## config.mk

```make
export PLATFORM = sky130hd
export DESIGN_NAME = double_ended_queue_flat
export DESIGN_NICKNAME = d
export VERILOG_FILES = /design/src/hdl/deq_pkg.sv /design/src/hdl/deq_if.sv /design/src/hdl/double_ended_queue.sv /design/src/hdl/deq_cell.sv /design/src/flat_wrapper.sv
export SDC_FILE = /design/constraint.sdc
export NUM_CORES = 1
export LEC_CHECK = 0
export BUFFER_PORTS_ARGS = -buffer_cell sky130_fd_sc_hd__buf_2
export CAP_MARGIN = 20
export CELL_PAD_IN_SITES_DETAIL_PLACEMENT = 1
export CELL_PAD_IN_SITES_GLOBAL_PLACEMENT = 2
export CORE_MARGIN = 2
export CORE_UTILIZATION = 40
export DETAILED_ROUTE_END_ITERATION = 8
export PLACE_DENSITY_LB_ADDON = 0.1
export SLEW_MARGIN = 15
export SYNTH_ARGS = -nofsm -noshare
export SYNTH_HDL_FRONTEND = slang
export SYNTH_SLANG_ARGS = --single-unit
export TNS_END_PERCENT = 1
```

## constraint.sdc

```tcl
create_clock -name clk_i -period 4.9 [get_ports clk_i]
set_clock_uncertainty 0.2 [all_clocks]
set_input_delay 0.245 -clock clk_i [delete_from_list [all_inputs] [get_ports clk_i]]
set_output_delay 0.245 -clock clk_i [all_outputs]
set_load 0.01 [all_outputs]
```

## src/hdl/deq_pkg.sv

```systemverilog
`default_nettype none

package deq_pkg;

  localparam int unsigned ModeWidth   = 3;
  localparam int unsigned WordWidth   = 32;
  localparam int unsigned CountWidth  = 5;
  localparam int unsigned StatusWidth = 2;

  typedef enum logic [ModeWidth-1:0] {
    MODE_PUSH_BACK  = 3'd0,
    MODE_PUSH_FRONT = 3'd1,
    MODE_POP_BACK   = 3'd2,
    MODE_POP_FRONT  = 3'd3,
    MODE_PEEK_BACK  = 3'd4,
    MODE_PEEK_FRONT = 3'd5,
    MODE_CLEAR      = 3'd6
  } mode_e;

  typedef enum logic [StatusWidth-1:0] {
    STATUS_OK    = 2'd0,
    STATUS_EMPTY = 2'd1,
    STATUS_FULL  = 2'd2
  } status_e;

  // Shift commands broadcast to every cell; at most one is set in a cycle.
  typedef struct packed {
    logic push_front;
    logic push_back;
    logic pop_front;
    logic pop_back;
    logic clear;
  } cell_ctl_t;

endpackage

`default_nettype wire

```

## src/hdl/deq_if.sv

```systemverilog
`default_nettype none

interface deq_req_if;
  logic                             valid;
  logic                             ready;
  logic [deq_pkg::ModeWidth-1:0]    mode;
  logic [deq_pkg::WordWidth-1:0]    data_in;

  modport source (output valid, output mode, output data_in, input ready);
  modport sink   (input valid, input mode, input data_in, output ready);
endinterface

interface deq_rsp_if;
  logic                             valid;
  logic                             ready;
  logic [deq_pkg::WordWidth-1:0]    data_out;
  logic [deq_pkg::CountWidth-1:0]   item_count;
  logic [deq_pkg::StatusWidth-1:0]  status;

  modport source (output valid, output data_out, output item_count, output status,
                  input ready);
  modport sink   (input valid, input data_out, input item_count, input status,
                  output ready);
endinterface

`default_nettype wire

```

## src/hdl/double_ended_queue.sv

```systemverilog
`default_nettype none

// Double-ended queue of words built as a row of DEPTH slots.
//
// req_i carries one operation per transfer (push back/front, pop back/front,
// peek back/front, clear) with the word to push. rsp_o returns one transfer
// per operation: the word popped or peeked (zero otherwise), the number of
// stored words after the operation, and a status (ok, empty, full).
//
// Slot 0 always holds the front word; a front push shifts the whole row one
// slot toward the back, a front pop shifts it one slot toward the front, a
// back push fills the first empty slot and a back pop clears the last occupied
// slot. Every slot updates in the same cycle: the result appears in the
// output register in the cycle after the request transfer, and a new request
// is taken every cycle while the receiver takes each result as it is offered.
//
// A full push or an empty pop/peek leaves the queue unchanged and reports
// full or empty. Reset empties the queue at once (no clearing pass). While
// the receiver stalls a pending result, the request side holds ready low;
// it is released in the cycle the result transfers.
module double_ended_queue #(
  parameter int unsigned DEPTH      = 16,
  parameter int unsigned DATA_WIDTH = 32
) (
  input  wire logic  clk_i,
  input  wire logic  rst_ni,
  deq_req_if.sink    req_i,
  deq_rsp_if.source  rsp_o
);

  localparam int unsigned CW = $clog2(DEPTH + 1);

  // Request decode
  logic                  req_xfer;
  logic                  rsp_xfer;
  logic [63:0]           in_ext;
  logic [DATA_WIDTH-1:0] word;
  logic                  full;
  logic                  empty;
  deq_pkg::cell_ctl_t    ctl;

  // Slot row
  logic                  slot_valid [DEPTH];
  logic [DATA_WIDTH-1:0] slot_data  [DEPTH];
  logic [DATA_WIDTH-1:0] slot_tap   [DEPTH];
  logic [DEPTH-1:0]      valid_vec;
  logic [DATA_WIDTH-1:0] back_word;

  // Count and result
  logic [CW-1:0]                    count_q, count_d;
  logic [DATA_WIDTH-1:0]            res_word;
  deq_pkg::status_e                 res_status;
  logic [63:0]                      res_ext;
  logic [31:0]                      cnt_ext;
  logic                             rsp_valid_q;
  logic [deq_pkg::WordWidth-1:0]    rsp_data_q;
  logic [deq_pkg::CountWidth-1:0]   rsp_count_q;
  logic [deq_pkg::StatusWidth-1:0]  rsp_status_q;

  assign rsp_xfer    = rsp_valid_q & rsp_o.ready;
  assign req_i.ready = ~rsp_valid_q | rsp_o.ready;
  assign req_xfer    = req_i.valid & req_i.ready;

  // Keep the low DATA_WIDTH bits of the pushed word.
  assign in_ext = 64'(req_i.data_in);
  assign word   = in_ext[DATA_WIDTH-1:0];

  assign full  = (count_q == CW'(DEPTH));
  assign empty = (count_q == '0);

  // Command the row only for operations that change it.
  always_comb begin
    ctl = '0;
    if (req_xfer) begin
      unique case (req_i.mode)
        deq_pkg::MODE_PUSH_BACK:  ctl.push_back  = ~full;
        deq_pkg::MODE_PUSH_FRONT: ctl.push_front = ~full;
        deq_pkg::MODE_POP_BACK:   ctl.pop_back   = ~empty;
        deq_pkg::MODE_POP_FRONT:  ctl.pop_front  = ~empty;
        deq_pkg::MODE_CLEAR:      ctl.clear      = 1'b1;
        default:                  ctl            = '0;
      endcase
    end
  end

  for (genvar k = 0; k < DEPTH; k++) begin : g_slot
    logic                  left_valid;
    logic [DATA_WIDTH-1:0] left_data;
    logic                  right_valid;
    logic [DATA_WIDTH-1:0] right_data;

    // Slot 0 sees the incoming word as its left neighbor; the last slot
    // sees an empty slot to its right.
    if (k == 0) begin : g_head
      assign left_valid = 1'b1;
      assign left_data  = word;
    end else begin : g_body
      assign left_valid = slot_valid[k-1];
      assign left_data  = slot_data[k-1];
    end
    if (k == DEPTH - 1) begin : g_tail
      assign right_valid = 1'b0;
      assign right_data  = '0;
    end else begin : g_inner
      assign right_valid = slot_valid[k+1];
      assign right_data  = slot_data[k+1];
    end

    deq_cell #(
      .DATA_WIDTH (DATA_WIDTH)
    ) u_cell (
      .clk_i         (clk_i),
      .rst_ni        (rst_ni),
      .ctl_i         (ctl),
      .word_i        (word),
      .left_valid_i  (left_valid),
      .left_data_i   (left_data),
      .right_valid_i (right_valid),
      .right_data_i  (right_data),
      .valid_o       (slot_valid[k]),
      .data_o        (slot_data[k]),
      .back_tap_o    (slot_tap[k])
    );

    assign valid_vec[k] = slot_valid[k];
  end

  // Only the last occupied slot drives its tap, so OR the taps together.
  always_comb begin
    back_word = '0;
    for (int unsigned k = 0; k < DEPTH; k++) begin
      back_word = back_word | slot_tap[k];
    end
  end

  // Next count, returned word and status.
  always_comb begin
    count_d    = count_q;
    res_word   = '0;
    res_status = deq_pkg::STATUS_OK;
    unique case (req_i.mode)
      deq_pkg::MODE_PUSH_BACK, deq_pkg::MODE_PUSH_FRONT: begin
        if (full) begin
          res_status = deq_pkg::STATUS_FULL;
        end else begin
          count_d = count_q + CW'(1);
        end
      end
      deq_pkg::MODE_POP_BACK, deq_pkg::MODE_PEEK_BACK: begin
        if (empty) begin
          res_status = deq_pkg::STATUS_EMPTY;
        end else begin
          res_word = back_word;
          if (req_i.mode == deq_pkg::MODE_POP_BACK) begin
            count_d = count_q - CW'(1);
          end
        end
      end
      deq_pkg::MODE_POP_FRONT, deq_pkg::MODE_PEEK_FRONT: begin
        if (empty) begin
          res_status = deq_pkg::STATUS_EMPTY;
        end else begin
          res_word = slot_data[0];
          if (req_i.mode == deq_pkg::MODE_POP_FRONT) begin
            count_d = count_q - CW'(1);
          end
        end
      end
      deq_pkg::MODE_CLEAR: begin
        count_d = '0;
      end
      default: begin
        count_d = count_q;
      end
    endcase
  end

  assign res_ext = 64'(res_word);
  assign cnt_ext = 32'(count_d);

  always_ff @(posedge clk_i or negedge rst_ni) begin
    if (!rst_ni) begin
      count_q     <= '0;
      rsp_valid_q <= 1'b0;
    end else begin
      if (req_xfer) begin
        count_q     <= count_d;
        rsp_valid_q <= 1'b1;
      end else if (rsp_xfer) begin
        rsp_valid_q <= 1'b0;
      end
    end
  end

  // Hold the result until it transfers.
  always_ff @(posedge clk_i) begin
    if (req_xfer) begin
      rsp_data_q   <= res_ext[deq_pkg::WordWidth-1:0];
      rsp_count_q  <= cnt_ext[deq_pkg::CountWidth-1:0];
      rsp_status_q <= res_status;
    end
  end

  assign rsp_o.valid      = rsp_valid_q;
  assign rsp_o.data_out   = rsp_data_q;
  assign rsp_o.item_count = rsp_count_q;
  assign rsp_o.status     = rsp_status_q;

  // The occupied slots always number exactly the stored count.
  assert property (@(posedge clk_i) disable iff (!rst_ni)
    $countones(valid_vec) == 32'(count_q))
    else $error("slot occupancy disagrees with count");

  // The count never exceeds the depth.
  assert property (@(posedge clk_i) disable iff (!rst_ni)
    count_q <= CW'(DEPTH))
    else $error("count above depth");

  // A push into a full queue leaves the count alone and reports full.
  assert property (@(posedge clk_i) disable iff (!rst_ni)
    (req_xfer && full && (req_i.mode == deq_pkg::MODE_PUSH_BACK ||
                          req_i.mode == deq_pkg::MODE_PUSH_FRONT))
    |=> ($stable(count_q) && rsp_status_q == deq_pkg::STATUS_FULL))
    else $error("full push altered the queue");

  // Every request transfer leaves a result pending in the next cycle.
  assert property (@(posedge clk_i) disable iff (!rst_ni)
    req_xfer |=> rsp_valid_q)
    else $error("result lost");

endmodule

`default_nettype wire

```

## src/hdl/deq_cell.sv

```systemverilog
`default_nettype none

// One queue slot. Takes its left neighbor on a front push, its right neighbor
// on a front pop, the new word when it is the first empty slot on a back push.
module deq_cell #(
  parameter int unsigned DATA_WIDTH = 32
) (
  input  wire logic                  clk_i,
  input  wire logic                  rst_ni,
  input  wire deq_pkg::cell_ctl_t    ctl_i,
  input  wire logic [DATA_WIDTH-1:0] word_i,
  input  wire logic                  left_valid_i,
  input  wire logic [DATA_WIDTH-1:0] left_data_i,
  input  wire logic                  right_valid_i,
  input  wire logic [DATA_WIDTH-1:0] right_data_i,
  output logic                       valid_o,
  output logic [DATA_WIDTH-1:0]      data_o,
  output logic [DATA_WIDTH-1:0]      back_tap_o
);

  logic                  valid_q, valid_d;
  logic [DATA_WIDTH-1:0] data_q, data_d;
  logic                  is_last;

  assign is_last = valid_q & ~right_valid_i;

  always_comb begin
    valid_d = valid_q;
    data_d  = data_q;
    priority if (ctl_i.clear) begin
      valid_d = 1'b0;
    end else if (ctl_i.push_front) begin
      valid_d = left_valid_i;
      data_d  = left_data_i;
    end else if (ctl_i.pop_front) begin
      valid_d = right_valid_i;
      data_d  = right_data_i;
    end else if (ctl_i.push_back) begin
      if (!valid_q && left_valid_i) begin
        valid_d = 1'b1;
        data_d  = word_i;
      end
    end else if (ctl_i.pop_back) begin
      if (is_last) begin
        valid_d = 1'b0;
      end
    end else begin
      // Hold the slot.
      valid_d = valid_q;
    end
  end

  always_ff @(posedge clk_i or negedge rst_ni) begin
    if (!rst_ni) begin
      valid_q <= 1'b0;
    end else begin
      valid_q <= valid_d;
    end
  end

  always_ff @(posedge clk_i) begin
    data_q <= data_d;
  end

  assign valid_o    = valid_q;
  assign data_o     = data_q;
  assign back_tap_o = is_last ? data_q : '0;

endmodule

`default_nettype wire
```

## src/flat_wrapper.sv

```systemverilog
// flat-port wrapper written by rule: the top's interface ports become plain ports
module double_ended_queue_flat 
#(
  parameter int unsigned DEPTH      = 16,
  parameter int unsigned DATA_WIDTH = 32
)
  (clk_i, rst_ni, req_i_valid, req_i_mode, req_i_data_in, req_i_ready, rsp_o_valid, rsp_o_data_out, rsp_o_item_count, rsp_o_status, rsp_o_ready);
  deq_req_if req_i_i ();
  deq_rsp_if rsp_o_i ();
  input  wire logic clk_i;
  input  wire logic rst_ni;
  input wire logic [$bits(req_i_i.valid)-1:0] req_i_valid;
  input wire logic [$bits(req_i_i.mode)-1:0] req_i_mode;
  input wire logic [$bits(req_i_i.data_in)-1:0] req_i_data_in;
  output wire logic [$bits(req_i_i.ready)-1:0] req_i_ready;
  output wire logic [$bits(rsp_o_i.valid)-1:0] rsp_o_valid;
  output wire logic [$bits(rsp_o_i.data_out)-1:0] rsp_o_data_out;
  output wire logic [$bits(rsp_o_i.item_count)-1:0] rsp_o_item_count;
  output wire logic [$bits(rsp_o_i.status)-1:0] rsp_o_status;
  input wire logic [$bits(rsp_o_i.ready)-1:0] rsp_o_ready;
  assign req_i_i.valid = req_i_valid;
  assign req_i_i.mode = req_i_mode;
  assign req_i_i.data_in = req_i_data_in;
  assign req_i_ready = req_i_i.ready;
  assign rsp_o_valid = rsp_o_i.valid;
  assign rsp_o_data_out = rsp_o_i.data_out;
  assign rsp_o_item_count = rsp_o_i.item_count;
  assign rsp_o_status = rsp_o_i.status;
  assign rsp_o_i.ready = rsp_o_ready;
  double_ended_queue #(.DEPTH(DEPTH), .DATA_WIDTH(DATA_WIDTH)) u_core (.clk_i(clk_i), .rst_ni(rst_ni), .req_i(req_i_i), .rsp_o(rsp_o_i));
endmodule
```

==> reports/qor.txt <==
status: finished, final reports clean
worst-path fanout max: 36
largest net degree at the start of global routing: 147
class of the worst hold path: input port to register
Overall Power: 15.4 mW
layout cell share with drive strength beyond 1: 15.2%
commonest non-fill, non-tap cell in the layout: edfxtp_1
Sink Count: 573
DRC: 0
RSZ-0062 raised after global routing: no
Pre-Repair DR Iteration Count: 6
die area: 71700 um^2
syn_area_per_cell: 13.5 um^2
fmax: 248 MHz
CTS tree: done
IO Pins: 80
ys flop type: edfxtp_1
total grt overflow: 0
Arr. time, crit path: 4310 ps
Power Density: 487 nW/um^2
crit start category: register
Slew Viols, Final: 0
root buffer selected by CTS: clkbuf_16
CP bufs+invs: 2
crit share post-route: 82.3%
Total GRT Usage: 29.6%
H-Tree Depth: 3
Iter 0 DRT Violations: 2764
setup TNS: 0 ps
slew at the pin closest to its max-slew limit: 1190 ps
CTS Hold Bufs: 37
floorplan row count: 96
critical path data required time: 5170 ps
Yosys cell types: 53
sequential fraction of the synthesis area: 61.4%
asr flop ratio synth: 3.84%
Die X: 268 um
number of synthesized flops with an enable pin: 551
Antenna Cells: 0
Detail Placement HPWL: 58600 um
Post-CTS Resized: 0
Final WS setup: 865 ps
synthesized instance count: 2069
first-pass GRT wire length: 155000 um
Initial Util: 40.5%
most frequent cells in the layout: 551 x edfxtp_1, 451 x a221o_1, 151 x nand2_1
height of the die: 268 um
number of register bits inferred by synthesis: 573
Clk Latency, worst-skew pair: 600 ps
number of buffers created by CTS: 67
Vias per Instance: 7.25
vias in the first global route: 21.4k
max-cap violation count: 0
instance area at placement: 29200 um^2
crit end category: register
Netlist Area Pre-Place: 27800 um^2
Setup-failing EPs final: 0
total number of yosys warnings: 0
peak supply drop: 0.259 mV
Tmin final: 4030 ps
remaining antenna violation count: 0
top cell type's share of synthesized area: 59.5%
Setup CP Type: register to register
slowest CP cell: and3_1
initial antenna violation count: 0
largest cells by area after synthesis: edfxtp_1 59%, a221o_1 16%, a22oi_1 3.9%
setup bufs post-CTS: 0
Longest Clk Path Bufs: 3
core area: 68700 um^2
IO buf count: 79
final hold vios: 0
Reg clk slew, reported paths: 60 ps
DRT Wirelength: 107000 um
Final Instance Area: 31700 um^2
Synth Net Count: 2110
Area Overhead vs Synth: 13.9%
Leakage: 10.7 nW
total number of vias: 22.0k
fin nets: 2089
worst-path cell chain: inv_1 > ha_1 > nor4b_2 > nor2_1 > nand2_4 > buf_4 > and3_1 > a221o_1
Crit path largest cell delay: 650 ps
relative slew slack: 20.6%
Crit path max-delay family: simple AND/OR/NAND/NOR gates
top cell type by total area after synthesis: edfxtp_1
routability cong.: 0.785
pre-CTS setup slack: 923 ps
routed length per instance: 35.4 um
==> report_power, final <==
group          internal [mW]  leakage, nW  switching, mW
registers               5.88         5.32          0.453
clock network           2.88         1.01           2.11
logic                   1.37         4.38           2.74
==> per-stage QoR <==
| step | std cells | util, % | hold WS [ps] |
|---|---|---|---|
| after floorplan | 2069 | - | -251 |
| after global placement | 2872 | 42.5 | 87.5 |
| after detailed placement | 2872 | 42.5 | 81.4 |
| after CTS | 3027 | 46.1 | 9.41 |
| after global routing | 3028 | 46.1 | 64.1 |
| final | 3028 | 46.1 | 41.9 |
==> synthesized netlist by cell type, types with 2 or more instances <==
| master | instances |
|---|---|
| mux2_2 | 3 |
| a221oi_1 | 68 |
| o2111ai_1 | 2 |
| a221o_1 | 451 |
| buf_2 | 138 |
| o21a_1 | 3 |
| a21o_1 | 34 |
| inv_1 | 10 |
| buf_4 | 5 |
| o21ai_0 | 33 |
| buf_1 | 10 |
| clkbuf_2 | 21 |
| a32o_1 | 2 |
| or2_1 | 2 |
| nand3_1 | 41 |
| ha_1 | 2 |
| nand2b_1 | 3 |
| nand3b_1 | 11 |
| nor3_2 | 2 |
| o22ai_1 | 19 |
| dfrtp_1 | 22 |
| nand4_1 | 28 |
| and3_1 | 35 |
| nor2_1 | 22 |
| nand2_1 | 153 |
| nor2b_1 | 19 |
| o221a_2 | 30 |
| o31a_1 | 2 |
| a22oi_1 | 146 |
| clkbuf_1 | 104 |
| edfxtp_1 | 551 |
| a21oi_1 | 32 |
| nor3_1 | 3 |
| a222oi_1 | 2 |
| a211oi_1 | 5 |
| a22o_1 | 38 |
==> layer usage <==
layer | GRT usage, % | routed length (um) | vias to the layer above
met1 | 42.9 | 46300 | 11600
met5 | 0 | 0 | -
met2 | 45.6 | 48700 | 1197
li1 | - | - | 8891
met3 | 4.09 | 8430 | 217
met4 | 10.4 | 3710 | 0
==> sequential cells by signal, summed over array words and instances (netlist names) <==
| signal | cells |
|---|---|
| u_core.g_slot.u_cell.valid_o | 16 |
| u_core.rsp_o.item_count | 5 |
| u_core.rsp_o.valid | 1 |
| u_core.g_slot.u_cell.data_o | 512 |
| u_core.count_q | 5 |
| u_core.rsp_o.data_out | 32 |
| u_core.rsp_o.status | 2 |
==> cells by family after synthesis <==
group | Yosys count | synth area share (%)
simple gates | 327 | 5.75
buf+inv | 290 | 4.69
flops | 573 | 61.4
xor+xnor | 1 | 0.0315
mux | 3 | 0.121
compound gates | 873 | 27.9
fa+ha+maj | 2 | 0.0899
==> worst paths after layout <==
path / startpoint / to / slack [ps] / cells past startpoint
max: u_core.count_q[0] / u_core.g_slot[9].u_cell.data_o[31] / 870 / 8
min: req_i_mode[1] / u_core.rsp_o.item_count[1] / 40 / 2
max reg2reg: u_core.count_q[0] / u_core.g_slot[9].u_cell.data_o[31] / 870 / 8
min reg2reg: u_core.g_slot[1].u_cell.data_o[10] / u_core.g_slot[0].u_cell.data_o[10] / 390 / 2
max in group asynchronous: rst_ni / u_core.count_q[1] / 2630 / 4
min in group asynchronous: rst_ni / u_core.g_slot[15].u_cell.valid_o / 420 / 3
==> layout make-up <==
class / count / area, um^2
clock buffer: 78 / 1720
clock inverter: 40 / 379
fill: 6868 / 37000
inverter: 12 / 46.3
multi-input combinational: 1206 / 9730
sequential: 573 / 17100
tap: 931 / 1160
timing repair buffer: 188 / 1550
Power figures use the tool's default switching activity.
